===== src/pmrb_pkg.sv =====
`default_nettype none
package pmrb_pkg;

	// physical RAM geometry
	localparam int RamAddrBits = 17;
	localparam int RamBytes = 1 << RamAddrBits;
	localparam int PageRegCount = 16;
	localparam int PageIdxBits = $clog2(PageRegCount);

	// width of an untruncated translated address: 8-bit page and 13-bit offset
	localparam int PhysFullBits = 21;

	// front-to-back queue
	localparam int QueueDepth = 2;
	localparam int QPtrBits = $clog2(QueueDepth);
	localparam int QCntBits = $clog2(QueueDepth + 1);

	// configuration port
	localparam int PAddrBits = 3;
	localparam logic CfgTaskSel = 1'b0;

	// access codes
	localparam logic OpRead = 1'b0;
	localparam logic OpWrite = 1'b1;

	// I/O window decode
	localparam logic [7:0] IoPage = 8'hFF;
	localparam logic [6:0] VecPage = 7'h7F;
	localparam logic [11:0] PageRegBase = 12'hFFA;
	localparam logic [15:0] MmuCtlAddr = 16'hFF90;
	localparam logic [14:0] AllRamAddr = 15'h7FEF;
	localparam logic [19:0] FixedBase = 20'h70000;
	localparam int MmuEnBit = 6;
	localparam int ConstVecBit = 3;

	// one translated access on its way to the RAM
	typedef struct packed {
		logic is_write;
		logic hit;
		logic [RamAddrBits-1:0] phys;
		logic [7:0] data;
	} q_entry_t;

	typedef struct packed {
		logic empty;
		logic full;
	} q_status_t;

endpackage
`default_nettype wire


===== src/pmrb_queue.sv =====
`default_nettype none
module pmrb_queue (
	input wire logic clk,
	input wire logic arst_n,
	input wire logic push,
	input wire pmrb_pkg::q_entry_t push_entry,
	input wire logic pop,
	output pmrb_pkg::q_entry_t head,
	output pmrb_pkg::q_status_t status
);
	import pmrb_pkg::*;

	q_entry_t slot_q [QueueDepth];
	logic [QPtrBits-1:0] wr_ptr_q;
	logic [QPtrBits-1:0] rd_ptr_q;
	logic [QCntBits-1:0] cnt_q;

	assign head = slot_q[rd_ptr_q];
	assign status.empty = (cnt_q == '0);
	assign status.full = (cnt_q == QCntBits'(QueueDepth));

	// pointers and fill level
	always_ff @(posedge clk or negedge arst_n) begin
		if (!arst_n) begin
			wr_ptr_q <= '0;
			rd_ptr_q <= '0;
			cnt_q <= '0;
		end else begin
			if (push) begin
				wr_ptr_q <= (wr_ptr_q == QPtrBits'(QueueDepth - 1)) ? '0 : wr_ptr_q + 1'b1;
			end
			if (pop) begin
				rd_ptr_q <= (rd_ptr_q == QPtrBits'(QueueDepth - 1)) ? '0 : rd_ptr_q + 1'b1;
			end
			case ({push, pop})
				2'b10: cnt_q <= cnt_q + 1'b1;
				2'b01: cnt_q <= cnt_q - 1'b1;
				default: cnt_q <= cnt_q;
			endcase
		end
	end

	// payload slots
	always_ff @(posedge clk) begin
		if (push) begin
			slot_q[wr_ptr_q] <= push_entry;
		end
	end

endmodule
`default_nettype wire


===== config.mk =====
export PLATFORM = sky130hd
export DESIGN_NAME = pmrb_queue
export DESIGN_NICKNAME = d
export VERILOG_FILES = /design/src/pmrb_pkg.sv /design/src/pmrb_queue.sv
export SDC_FILE = /design/constraint.sdc
export NUM_CORES = 1
export LEC_CHECK = 0
export ABC_AREA = 1
export BUFFER_PORTS_ARGS = -buffer_cell sky130_fd_sc_hd__buf_2
export CORE_UTILIZATION = 50
export CTS_BUF_LIST = sky130_fd_sc_hd__clkbuf_8
export DETAILED_ROUTE_END_ITERATION = 7
export PLACE_DENSITY = 0.76
export SYNTH_ARGS = -nofsm -noshare
export SYNTH_HDL_FRONTEND = slang
export SYNTH_SLANG_ARGS = --single-unit

===== constraint.sdc =====
create_clock -name clk -period 5.6 [get_ports clk]
set_input_delay 1.12 -clock clk [delete_from_list [all_inputs] [get_ports clk]]
set_output_delay 1.12 -clock clk [all_outputs]
set_load 0.02 [all_outputs]

==> After elaboration in Yosys (flattened, before gate mapping) <==
Memory sizes are Yosys's and may differ from the RTL's.
Cells that the tools add are included.
{ "totals": {"inputBits": 31, "ram_bits": 54, "output_inout_bits": 29, "n_memories": 1, "reg_bits": 4} }
{ "mem_list": {"columns": ["memory", "depth", "word_bits", "read_ports", "rd_ports_with_merged_regs", "write_ports", "line_no", "rtl"], "rows": [
  ["slot_q", 2, 27, 1, 0, 1, "pmrb_queue.sv:13", "q_entry_t slot_q [QueueDepth];"]
]} }
{ "op_classes": {"mux": 5, "eq_ne": 3, "reduce_logical": 2, "add_sub_neg": 4} }
{ "ops": {"columns": ["operator", "count"], "rows": [
  ["== test 2 bit (second input constant)", 2],
  ["two-way mux 1 bit", 4],
  ["one-hot mux 2 bit (2 select lines)", 1],
  ["adder 1 bit (second input constant)", 2],
  ["adder 2 x 1 -> 2 bit (second input constant)", 1],
  ["== test 2 x 1 -> 1 bit (second input constant)", 1],
  ["logical NOT 2 bit", 1],
  ["nonzero test 2 bit", 1],
  ["subtractor 2 x 1 -> 2 bit (second input constant)", 1]
]} }

==> Depth between registers and ports, before layout <==
{ "depth": {"word_depth": 2, "depth_mapped": 7, "depth_no_buf": 7} }

==> Least setup slack after synthesis <==
OpenSTA, ideal clock, no wires.
{ "synth_path": {"kind": "in2reg", "startpoint": "in push", "endpoint": "mem slot_q[0][0] in the netlist's numbering, enable pin", "required_time_ps": 5189, "path_slack_ps": 2873, "n_path_buf": 0, "arrival_time_ps": 2316, "stages": 2, "cell_sequence": "inv_1 nor2_1"} }
{ "synth_between": {"elab_chain_len": 2} }
{ "synth_lines": {"columns": ["item", "line_no", "rtl"], "rows": [
  ["start, declared", "pmrb_queue.sv:5", "input wire logic push,"],
  ["two-way mux 1 bit", "pmrb_queue.sv:45", "if (push) begin"],
  ["two-way mux 1 bit (implied by the code)", "pmrb_queue.sv:46", "slot_q[wr_ptr_q] <= push_entry;"],
  ["end, declared", "pmrb_queue.sv:13", null]
]} }
Every way passes these cells.

==> reports/qor.tcl <==
set qor(crit_fanout) 55
set qor(layout.filler_cells) 359
set qor(vias) 1361
set qor(worst_pin_slew_ns) 1.09
set qor(cellPowerDensity_nw_per_um2) 524
set qor(groute.usage.overall_pct) 16.1
set qor(count_of_standard_cell_rows) 24
set qor(final.min_clock_period_ns) 2.97
set qor(yosys-mux-area-fraction_pct) 0
set qor(fraction_of_layout_cells_with_a_size_suffix_above_1_pct) 37.4
set qor(yosys.area_share.xor_xnor_pct) 1.15
set qor(result_of_the_run) {complete, no violations}
set qor(max_transition_viols_final) 0
set qor(reg_to_reg_startpoint) {wr_ptr_q$_DFFE_PN0P_}
set qor(peakVddDrop_v) 0.000365
set qor(start_kind) {flip-flop}
set qor(post_synth_and_or_nand_nor_area_fraction_pct) 6.23
set qor(p_int_uw) 929
set qor(yosys_warnings) 0
set qor(vias_in_the_first_global_route) 1366
set qor(grt_pass1_wl_mm) 5.81
set qor(reg_clk_slew_reported_paths_ns) 0.06
set qor(design.die.area_um2) 4850
set qor(cts_hold_buf) 0
set qor(timing.final.ws_setup_ns) 2.63
set qor(ff_latch_area_um2) 1720
set qor(final_nets) 262
set qor(switching_part_of_the_total_pct) 36.0
set qor(p_seq_share_pct) 46.4
set qor(ioPinCount) 60
set qor(detailedPlace.worstSlack_ns) 2.95
set qor(synth_compound_gate_area_share_pct) 8.52
set qor(final-hold-violation-count) 0
set qor(route.detailed.drc) 0
set qor(crit_end_category) {output pin}
set qor(cts_max_level) 3
set qor(floorplan.initialDensity_pct) 52.2
set qor(dominant_combinational_cell_family_by_area_after_synthesis) {compound AO/OA/AOI/OAI gates}
set qor(die_height_um) 69.7
set qor(slowest_stage) {sky130_fd_sc_hd__dfrtp_2}
set qor(hold_sp) {cnt_q[1]$_DFFE_PN0P_}
set qor(avgSynthCellArea_um2) 13.9
set qor(criticalPathCategory) {reg -> out}
set qor(total_switching_power_uw) 522
set qor(antenna_found_initial) 0
set qor(grt_max_degree) 56
set qor(p_leak_uw) 0.00123
set qor(clk_root_buffer_cell) {sky130_fd_sc_hd__clkbuf_8}
set qor(number_of_antenna_diodes) 0
set qor(area.growth.synth_to_final_pct) 21.0
set qor(synth.cell_area_um2) 2290
set qor(timing.critical_path.from) {rd_ptr_q$_DFFE_PN0P_}
set qor(die_w_um) 69.7
set qor(synth_seq_cells) 58
set qor(synth.yosys.seq_area_share_pct) 75.2
set qor(synth_fp_nets) 197
set qor(max_slew_margin_pct) 27.0
set qor(finish.utilization_pct) 63.2
set qor(synth_cell_types) 14
set qor(critical_path_arrival_ns) 1.85
set qor(worst_path_largest_cell_delay_ns) 1.04
set qor(antenna_left) 0
set qor(synthCells) 165
set qor(cap_violations) 0
set qor(rr_worst_depth) 2
set qor(cp.required_ns) 4.48
set qor(critPathCapture) {head[24]}
set qor(multiInputGateArea_um2) 379
set qor(synthAdderAreaFrac_pct) 0.546
set qor(io_buffers) 59
set qor(min_delay_path_depth) 2
set qor(crit_path_cell_trace) {nand2_1 -> o21ai_2 -> buf_2}
set qor(final_min_period_over_clock_period_pct) 53.0
set qor(grt_setup_unrepaired) {false}
set qor(firstDrtPassIters) 6
set qor(clock-sinks) 58
set qor(finalNonFillerCells) 287
set qor(timing.setup.tns_ns) 0
set qor(mostFrequentLayoutCell) {sky130_fd_sc_hd__buf_2}
set qor(worstHoldPathType) {reg -> reg}
set qor(finalSetupViolCount) 0
set qor(fin_hold_ws_ns) 0.513
set qor(worst_clock_skew_ns) 0.00512
set qor(postRouteWirelength_mm) 3.40
set qor(gr-total-overflow) 0
set qor(cts_resized) 0
set qor(clock_tree_from_tritoncts) {yes}
set qor(maxClockFrequency_ghz) 0.337
set qor(cts_buffers) 9
set qor(setup.reg_to_reg.worst_slack_ns) 3.96
set qor(layout_common_cells) {sky130_fd_sc_hd__buf_2, sky130_fd_sc_hd__edfxtp_1, sky130_fd_sc_hd__inv_1, sky130_fd_sc_hd__nand2_1, sky130_fd_sc_hd__o21ai_2}
set qor(core-area_um2) 4380
set qor(dp_cells) 271
set qor(place_hpwl_mm) 2.22
set qor(worstSkewPairLatency_ns) 0.32
set qor(clock_power_share_pct) 23.3
set qor(routed_wire_length_per_instance_um) 11.8
set qor(postCtsSetupRepairBufs) 0
set qor(detail_route.vias_per_cell) 4.74
set qor(comb_power_share_pct) 30.3
set qor(drt_iter0_drc) 103
set qor(clock_tree.buffer_depth) 2
set qor(crit-reg2reg-capture) {slot_q[1][13]$_DFFE_PP_}
set qor(place.gp.congestion) 0.699
==> Yosys cell counts (all sizes together) <==
library cell / count / share of area (%)
buf: 6 / 3.0
dfrtp: 4 / 4.4
edfxtp: 54 / 71
ha: 1 / 0.55
inv: 33 / 5.4
nand2: 32 / 5.2
nand3: 1 / 0.22
nand4: 1 / 0.27
nor2: 3 / 0.49
o21ai: 27 / 8.5
xnor2: 1 / 0.38
xor2: 2 / 0.77
==> layer usage <==
layer / wire length (um) / vias to the layer above / global-route usage (%)
met2: 1700 / 36 / 25.7
met4: 65 / 0 / 10.0
met1: 1470 / 633 / 19.1
met5: 0 / - / 0
met3: 156 / 7 / 4.80
li1: - / 685 / -
==> power groups by stage <==
stage / Sequential [uW] / Clock (uW) / Combinational [uW]
floorplan: 611 / 0 / 402
global placement: 677 / 0 / 441
detailed placement: 683 / 0 / 447
CTS: 674 / 346 / 449
global route: 690 / 365 / 482
finish: 673 / 338 / 440
==> worst min-delay path by stage <==
stage	to	slack, ns
after floorplan	cnt_q[1]$_DFFE_PN0P_	0.46
after global placement	cnt_q[1]$_DFFE_PN0P_	0.48
after detailed placement	wr_ptr_q$_DFFE_PN0P_	0.50
after CTS	wr_ptr_q$_DFFE_PN0P_	0.52
after global routing	wr_ptr_q$_DFFE_PN0P_	0.54
final	cnt_q[1]$_DFFE_PN0P_	0.51
==> critical path: cells and delay by family, from the launching register on <==
family,cells,cell delay (ns)
buffers and inverters,1,0.19
AOI/OAI and AO/OA,1,0.10
and+or+nand+nor,1,0.16
DFF,1,1.04
==> per-stage QoR <==
step           power, uW  area (um2)
3_3_place_gp        1120        2590
4_1_cts             1470        2770
5_1_grt             1540        2770
6_report            1450        2770
2_1_floorplan       1010        2290
3_5_place_dp        1130        2590
==> cell families (layout without fill, tap and decap cells) <==
family                   Yosys count  after routing
flip-flops                        58             58
XOR/XNOR                           3              3
AO/OA/AOI/OAI                     27             27
adder cells (fa/ha/maj)            1              1
AND/OR/NAND/NOR                   37             37
buffers and inverters             39            109
==> sequential cells by signal, summed over array words and instances, names as in the netlist <==
register / cells
slot_q: 54
cnt_q: 2
rd_ptr_q: 1
wr_ptr_q: 1
==> final cells by class <==
class	count	share of cell area [%]
inverters	33	4.47
clock buffers	9	4.47
well taps	52	2.35
multi-input cells	68	13.7
clock inverters	7	1.90
flip-flops and latches	58	62.2
repair buffers	60	10.9
Power figures use the tool's default switching activity.
