[config.mk]
export PLATFORM = sky130hd
export DESIGN_NAME = pmrb_front
export DESIGN_NICKNAME = d
export VERILOG_FILES = /design/src/pmrb_pkg.sv /design/src/pmrb_front.sv
export SDC_FILE = /design/constraint.sdc
export NUM_CORES = 1
export LEC_CHECK = 0
export BUFFER_PORTS_ARGS = -buffer_cell sky130_fd_sc_hd__buf_2
export CAP_MARGIN = 20
export CORE_MARGIN = 2
export CORE_UTILIZATION = 56
export CTS_CLUSTER_SIZE = 28
export DETAILED_ROUTE_END_ITERATION = 7
export PLACE_DENSITY = 0.76
export SYNTH_ARGS = -nofsm -noshare
export SYNTH_HDL_FRONTEND = slang
export SYNTH_SLANG_ARGS = --single-unit
[constraint.sdc]
create_clock -name clk -period 2.2 [get_ports clk]
set_input_delay 0.11 -clock clk [delete_from_list [all_inputs] [get_ports clk]]
set_output_delay 0.11 -clock clk [all_outputs]
set_load 0.01 [all_outputs]
[src/pmrb_pkg.sv]
`default_nettype none
package pmrb_pkg;

	// physical RAM geometry
	localparam int RamAddrBits = 17;
	localparam int RamBytes = 1 << RamAddrBits;
	localparam int PageRegCount = 16;
	localparam int PageIdxBits = $clog2(PageRegCount);

	// width of an untruncated translated address: 8-bit page and 13-bit offset
	localparam int PhysFullBits = 21;

	// front-to-back queue
	localparam int QueueDepth = 2;
	localparam int QPtrBits = $clog2(QueueDepth);
	localparam int QCntBits = $clog2(QueueDepth + 1);

	// configuration port
	localparam int PAddrBits = 3;
	localparam logic CfgTaskSel = 1'b0;

	// access codes
	localparam logic OpRead = 1'b0;
	localparam logic OpWrite = 1'b1;

	// I/O window decode
	localparam logic [7:0] IoPage = 8'hFF;
	localparam logic [6:0] VecPage = 7'h7F;
	localparam logic [11:0] PageRegBase = 12'hFFA;
	localparam logic [15:0] MmuCtlAddr = 16'hFF90;
	localparam logic [14:0] AllRamAddr = 15'h7FEF;
	localparam logic [19:0] FixedBase = 20'h70000;
	localparam int MmuEnBit = 6;
	localparam int ConstVecBit = 3;

	// one translated access on its way to the RAM
	typedef struct packed {
		logic is_write;
		logic hit;
		logic [RamAddrBits-1:0] phys;
		logic [7:0] data;
	} q_entry_t;

	typedef struct packed {
		logic empty;
		logic full;
	} q_status_t;

endpackage
`default_nettype wire

[src/pmrb_front.sv]
`default_nettype none
module pmrb_front (
	input wire logic clk,
	input wire logic arst_n,
	input wire logic accept,
	input wire logic opcode,
	input wire logic [15:0] addr,
	input wire logic [7:0] write_data,
	input wire logic task_sel,
	output pmrb_pkg::q_entry_t entry
);
	import pmrb_pkg::*;

	logic [7:0] page_q [PageRegCount];
	logic mmu_on_q;
	logic const_vec_q;
	logic all_ram_q;

	logic is_io;
	logic is_write;
	logic use_mmu;
	logic [PageIdxBits-1:0] page_idx;
	logic [PhysFullBits-1:0] phys_full;

	// decode and translate
	always_comb begin
		is_io = (addr[15:8] == IoPage);
		is_write = (opcode == OpWrite);
		use_mmu = mmu_on_q && (!(addr[15:9] == VecPage) || !const_vec_q);
		page_idx = {task_sel, addr[15:13]};
		if (use_mmu) begin
			phys_full = {page_q[page_idx], addr[12:0]};
		end else begin
			phys_full = PhysFullBits'(FixedBase + {4'b0, addr});
		end
		entry.is_write = is_write;
		entry.hit = !is_io && (all_ram_q || !addr[15]);
		entry.phys = phys_full[RamAddrBits-1:0];
		entry.data = write_data;
	end

	// I/O window register writes
	always_ff @(posedge clk or negedge arst_n) begin
		if (!arst_n) begin
			for (int i = 0; i < PageRegCount; i++) begin
				page_q[i] <= '0;
			end
			mmu_on_q <= 1'b0;
			const_vec_q <= 1'b0;
			all_ram_q <= 1'b0;
		end else if (accept && is_write && is_io) begin
			if (mmu_on_q && addr[15:4] == PageRegBase) begin
				page_q[addr[3:0]] <= write_data;
			end else if (addr == MmuCtlAddr) begin
				mmu_on_q <= write_data[MmuEnBit];
				const_vec_q <= write_data[ConstVecBit];
			end else if (addr[15:1] == AllRamAddr) begin
				all_ram_q <= addr[0];
			end
		end
	end

endmodule
`default_nettype wire

# == Word-level counts from Yosys, hierarchy flattened ==
# Index checks and enable logic that the tools add are counted.
# W data, S select, Z words.
# totals
inputBits,29
output_inout_bits,27
reg_bits,131
wordCells,54
# classes
reduce_logical,15
n_mux,7
bitwise_logic,4
magnitude_cmp,3
n_eq_ne,5
add_sub_neg,1
# ops
op,count
$bwmux W128,1
$bmux W8 S4,1
$demux W8 S4,1
$add A17 B16 Y17 const A,1
$mux W17,1
$eq A16 B16 Y1 const B,1
$eq A15 B15 Y1 const B,1
$eq A12 B12 Y1 const B,1
$ge A5 B5 Y1 const B,2
$not A4 Y5,2
$eq A8 B8 Y1 const B,1
$mux W4,2
$mux W8,1
$eq A7 B7 Y1 const B,1
$logic_and A1 B1 Y1,6
$lt A5 B1 Y1 const B,1
$logic_not A1 Y1,4
$reduce_and A4 Y1,1
$reduce_and A3 Y1,1
$logic_or A1 B1 Y1,2
$not A1 Y1,2
$reduce_and A2 Y1,1

# == Longest topological paths before layout ==
# depth
depth_word,6
ltp_mapped,6
ltp_nobuf,4

# == Least setup slack after synthesis ==
# OpenSTA, ideal clock, no wires.
# synth_path
kind,reg2reg
start,register mmu_on_q
end,register page_q[120] in the netlist's numbering
arrival_ps,1633
setup_time_ps,125
path_buffers,1
t_required_ps,2075
stages_incl_launch_ff,6
path_slack_ps,442
cell_sequence,dfrtp_1 > nand4bb_1 > or4_1 > or2_1 > buf_6 > mux2_4
# synth_via
elab_chain_len,2
# synth_lines
element,line,rtl
from (decl),pmrb_front.sv:15,logic mmu_on_q;
from (signal assigned),pmrb_front.sv:55,mmu_on_q <= write_data[MmuEnBit];
$logic_and A1 B1 Y1,pmrb_front.sv:52,if (mmu_on_q && addr[15:4] == PageRegBase) begin
$reduce_and A2 Y1 (no line),-,
"to (signal, indexed assignment)",pmrb_front.sv:53,page_q[addr[3:0]] <= write_data;
to (decl),pmrb_front.sv:14,logic [7:0] page_q [PageRegCount];
# Every way passes these cells.
# A chain may end at the register's enable or synchronous reset.

==> run_results.csv <==
group,metric,value,unit
synth,synth_largest_area_cell,"dfrtp_1",
cells_and_area,area_delta_synth_final,12.19,%
clock_tree,cts_buffers,9,
power_and_ir_drop,clockPowerShare,43.6,%
clock_tree,tritoncts,"yes",
worst_setup_path,cp.arrival,1.96,ns
cells_and_area,nFillCells,444,
timing,tightest_slew,0.5959,ns
grt,antenna_found_initial,0,
cells_and_area,diodes,0,
power_and_ir_drop,vdd_drop_max,439.0,uV
power_and_ir_drop,power_frac_seq,48.9,%
clock_tree,root_buffer,"clkbuf_8",
synth,yosys_warnings,0,
worst_setup_path,cp.required,2.09,ns
grt,grt_overflow,0,
power_and_ir_drop,p_int,1.964,mW
timing,fin_tns_setup,0,ns
drt,drt_iter0_drc,130,
worst_setup_path,slowest_stage,"mux4_1",
worst_setup_path,crit_top_cell,"mux2i_1",
job,max-cap-violations,0,
timing,setup_viol,0,
synth,ys_seq_area_share,48.74,%
grt,grt_pass1_wl,11150,um
power_and_ir_drop,power_density,652.2,nW/um^2
run_status,status,"finished, final reports clean",
cells_and_area,layout.nets,306,
timing,slew_headroom,60.27,%
worst_setup_path,critPathMaxStageDelay,0.53,ns
timing,hold_violations,0,
clock_tree,cts_htree_levels,3,
worst_setup_path,path_delay_family,"multiplexers",
clock_tree,post_cts_resized,0,
clock_tree,clk_pin_slew,0.07,ns
grt,grt_start_max_net_pins,43,
worst_setup_path,path_buf_inv,1,
drt,drt_pass1_iterations,4,
synth,synthCells,241,
die,fp-row-count,28,
cells_and_area,drive_gt1_share,55.16,%
power_and_ir_drop,switching_share,21.98,%
clock_tree,ctsLongestPathBuffers,2,
timing,period_minus_slack,2.065,ns
timing,fmax,484.3,MHz
timing,final.setup.worst_slack,0.1350,ns
synth,synth_cell_types,32,
placed_design,port_buffers,49,
die,ioPinCount,56,
timing,drv_slew,0,
timing,timing.hold.ws,0.03552,ns
power_and_ir_drop,combPwrFrac,7.4,%
timing,fin_worst_skew,0.009911,ns
synth,synth-seq-cells,67,
placed_design,hpwl,5100,um
worst_setup_path,path_cells,"mux4_1 -> mux2i_1 -> mux2i_1 -> mux2_2 -> buf_2",
timing,rsz0062_at_grt,"no",
die,start_util,58.09,%
synth,syn_area,3440,um^2
die,fp.dieArea,6785,um^2
die,core_area,5921,um^2
synth,syn_nets,270,
worst_setup_path,worstSetupPathType,"reg -> out",
drt,drt-vias-per-instance,6.157,
synth,syn_area_per_cell,14.27,um^2
clock_tree,insertion_delay,0.34,ns
placed_design,gp_congestion,0.7818,
synth,synth_top_area_share,48.74,%
clock_tree,cts.sinks,67,
die,fp.dieH,82.37,um
worst_setup_path,cp_max_fo,2,
grt,grt_use_total,23.37,%
drt,totalWireLength,7182,um
power_and_ir_drop,leakage,1.918,nW
synth,synth_area_leaders,"dfrtp_1, mux2_2, mux4_2, buf_4, nand3_1",
grt,grt_pass1_vias,2053,
die,fp.dieW,82.37,um
placed_design,place_ws,0.2694,ns
drt,drc,0,
drt,antenna_left,0,
power_and_ir_drop,power_switching,553.1,uW
drt,num_vias,2192,
hold_path,holdCritPathClass,"in -> reg",
drt,wl_per_cell,20.17,um
timing,fin_crit_sh,93.86,%
worst_setup_path,cp-end-kind,"output pin",
worst_setup_path,startpoint_type,"register",
-- routing by layer --
layer / GRT usage (%) / vias to the layer above / wire length (um)
met5: 0 / - / 0
met2: 34.68 / 108 / 3258
li1: - / 960 / -
met1: 33.48 / 1116 / 3182
met4: 8.667 / 0 / 112
met3: 5.870 / 8 / 628
-- final timing paths --
check / startpoint / endpoint / slack, ns / cells after the start
hold / removal: write_data[6] / mmu_on_q$_DFFE_PN0P_ / 0.04 / 2
setup / recovery: page_q[96]$_DFFE_PN0P_ / entry[21] / 0.13 / 5
max in group asynchronous: arst_n / mmu_on_q$_DFFE_PN0P_ / 1.26 / 3
min in group asynchronous: arst_n / page_q[42]$_DFFE_PN0P_ / 0.31 / 2
setup reg to reg: mmu_on_q$_DFFE_PN0P_ / page_q[1]$_DFFE_PN0P_ / 0.32 / 5
hold reg to reg: page_q[41]$_DFFE_PN0P_ / page_q[41]$_DFFE_PN0P_ / 0.50 / 1
-- per-stage QoR --
step / power [mW] / util, % / std cells / cell area, um^2
floorplan: 1.358 / - / 241 / 3440
global placement: 1.441 / 61.48 / 340 / 3640
detailed placement: 1.442 / 61.48 / 340 / 3640
CTS: 2.534 / 65.17 / 356 / 3859
global route: 2.620 / 65.17 / 356 / 3859
finish: 2.517 / 65.17 / 356 / 3859
-- worst reg2reg max path: cells and delay by family, from the launching register on --
family,cells,cell delay [ns]
buf+inv,1,0.17
mux,1,0.33
flops,1,0.44
simple gates,3,0.84
-- layout by cell type, fill, tap and decap left out, types with 4 or more instances in the layout --
master and count:
buf_2 49, buf_4 6, clkbuf_8 10, dfrtp_1 67, mux2_2 65, mux2_4 4
mux2i_1 5, mux4_2 15, nand3_1 13, nand4_1 6, nor2_1 4, nor2b_1 5
-- area by class of cell --
type / count / area (um^2) / area share [%]
sequential: 67 / 1677 / 43.45
multi-input combinational: 140 / 1535 / 39.79
timing repair buffer: 58 / 340.3 / 8.820
clock buffer: 13 / 148.9 / 3.859
tap: 75 / 93.84 / 2.432
clock inverter: 2 / 60.06 / 1.556
inverter: 1 / 3.754 / 0.09728
-- power by group through the flow --
stage	registers (mW)	clock network, mW	logic [mW]
global route	1.23	1.18	0.207
detailed placement	1.25	0	0.187
CTS	1.23	1.11	0.189
global placement	1.25	0	0.186
finish	1.23	1.10	0.187
floorplan	1.26	0	0.103
-- timing repair --
action	4_1_cts	5_1_grt
hold buffers	1	0
endpoints found under the hold margin	25	0
setup buffers	0	0
-- cell families (layout without fill, tap and decap cells) --
group	count (synthesis)	in the layout	share of synthesized area [%]
mux	90	90	35.07
flops	67	67	48.75
simple gates	41	41	7.785
buf+inv	34	74	6.621
compound gates	9	9	1.783
-- flip-flops by register name (all words and copies together) (netlist names) --
register / cells
page_q: 64
all_ram_q: 1
const_vec_q: 1
mmu_on_q: 1
-- Yosys cell counts --
cell type	n
and2_1	1
mux2_2	65
nor2_1	4
buf_2	2
mux2i_1	5
clkbuf_1	7
or2_1	1
nand4bb_1	1
buf_4	22
or4_1	1
nand3b_1	1
nor4_1	1
o211ai_1	2
nor4_4	1
o32ai_1	1
o21a_1	1
nand3_1	13
nand2b_1	3
inv_1	1
a21oi_1	3
mux4_2	15
nand4_4	1
dfrtp_1	67
nand4b_1	1
a31oi_1	1
mux2_4	4
buf_6	2
nand2_1	1
nor2b_1	5
a311oi_1	1
mux4_1	1
nand4_1	6
(Power assumes the default switching activity.)
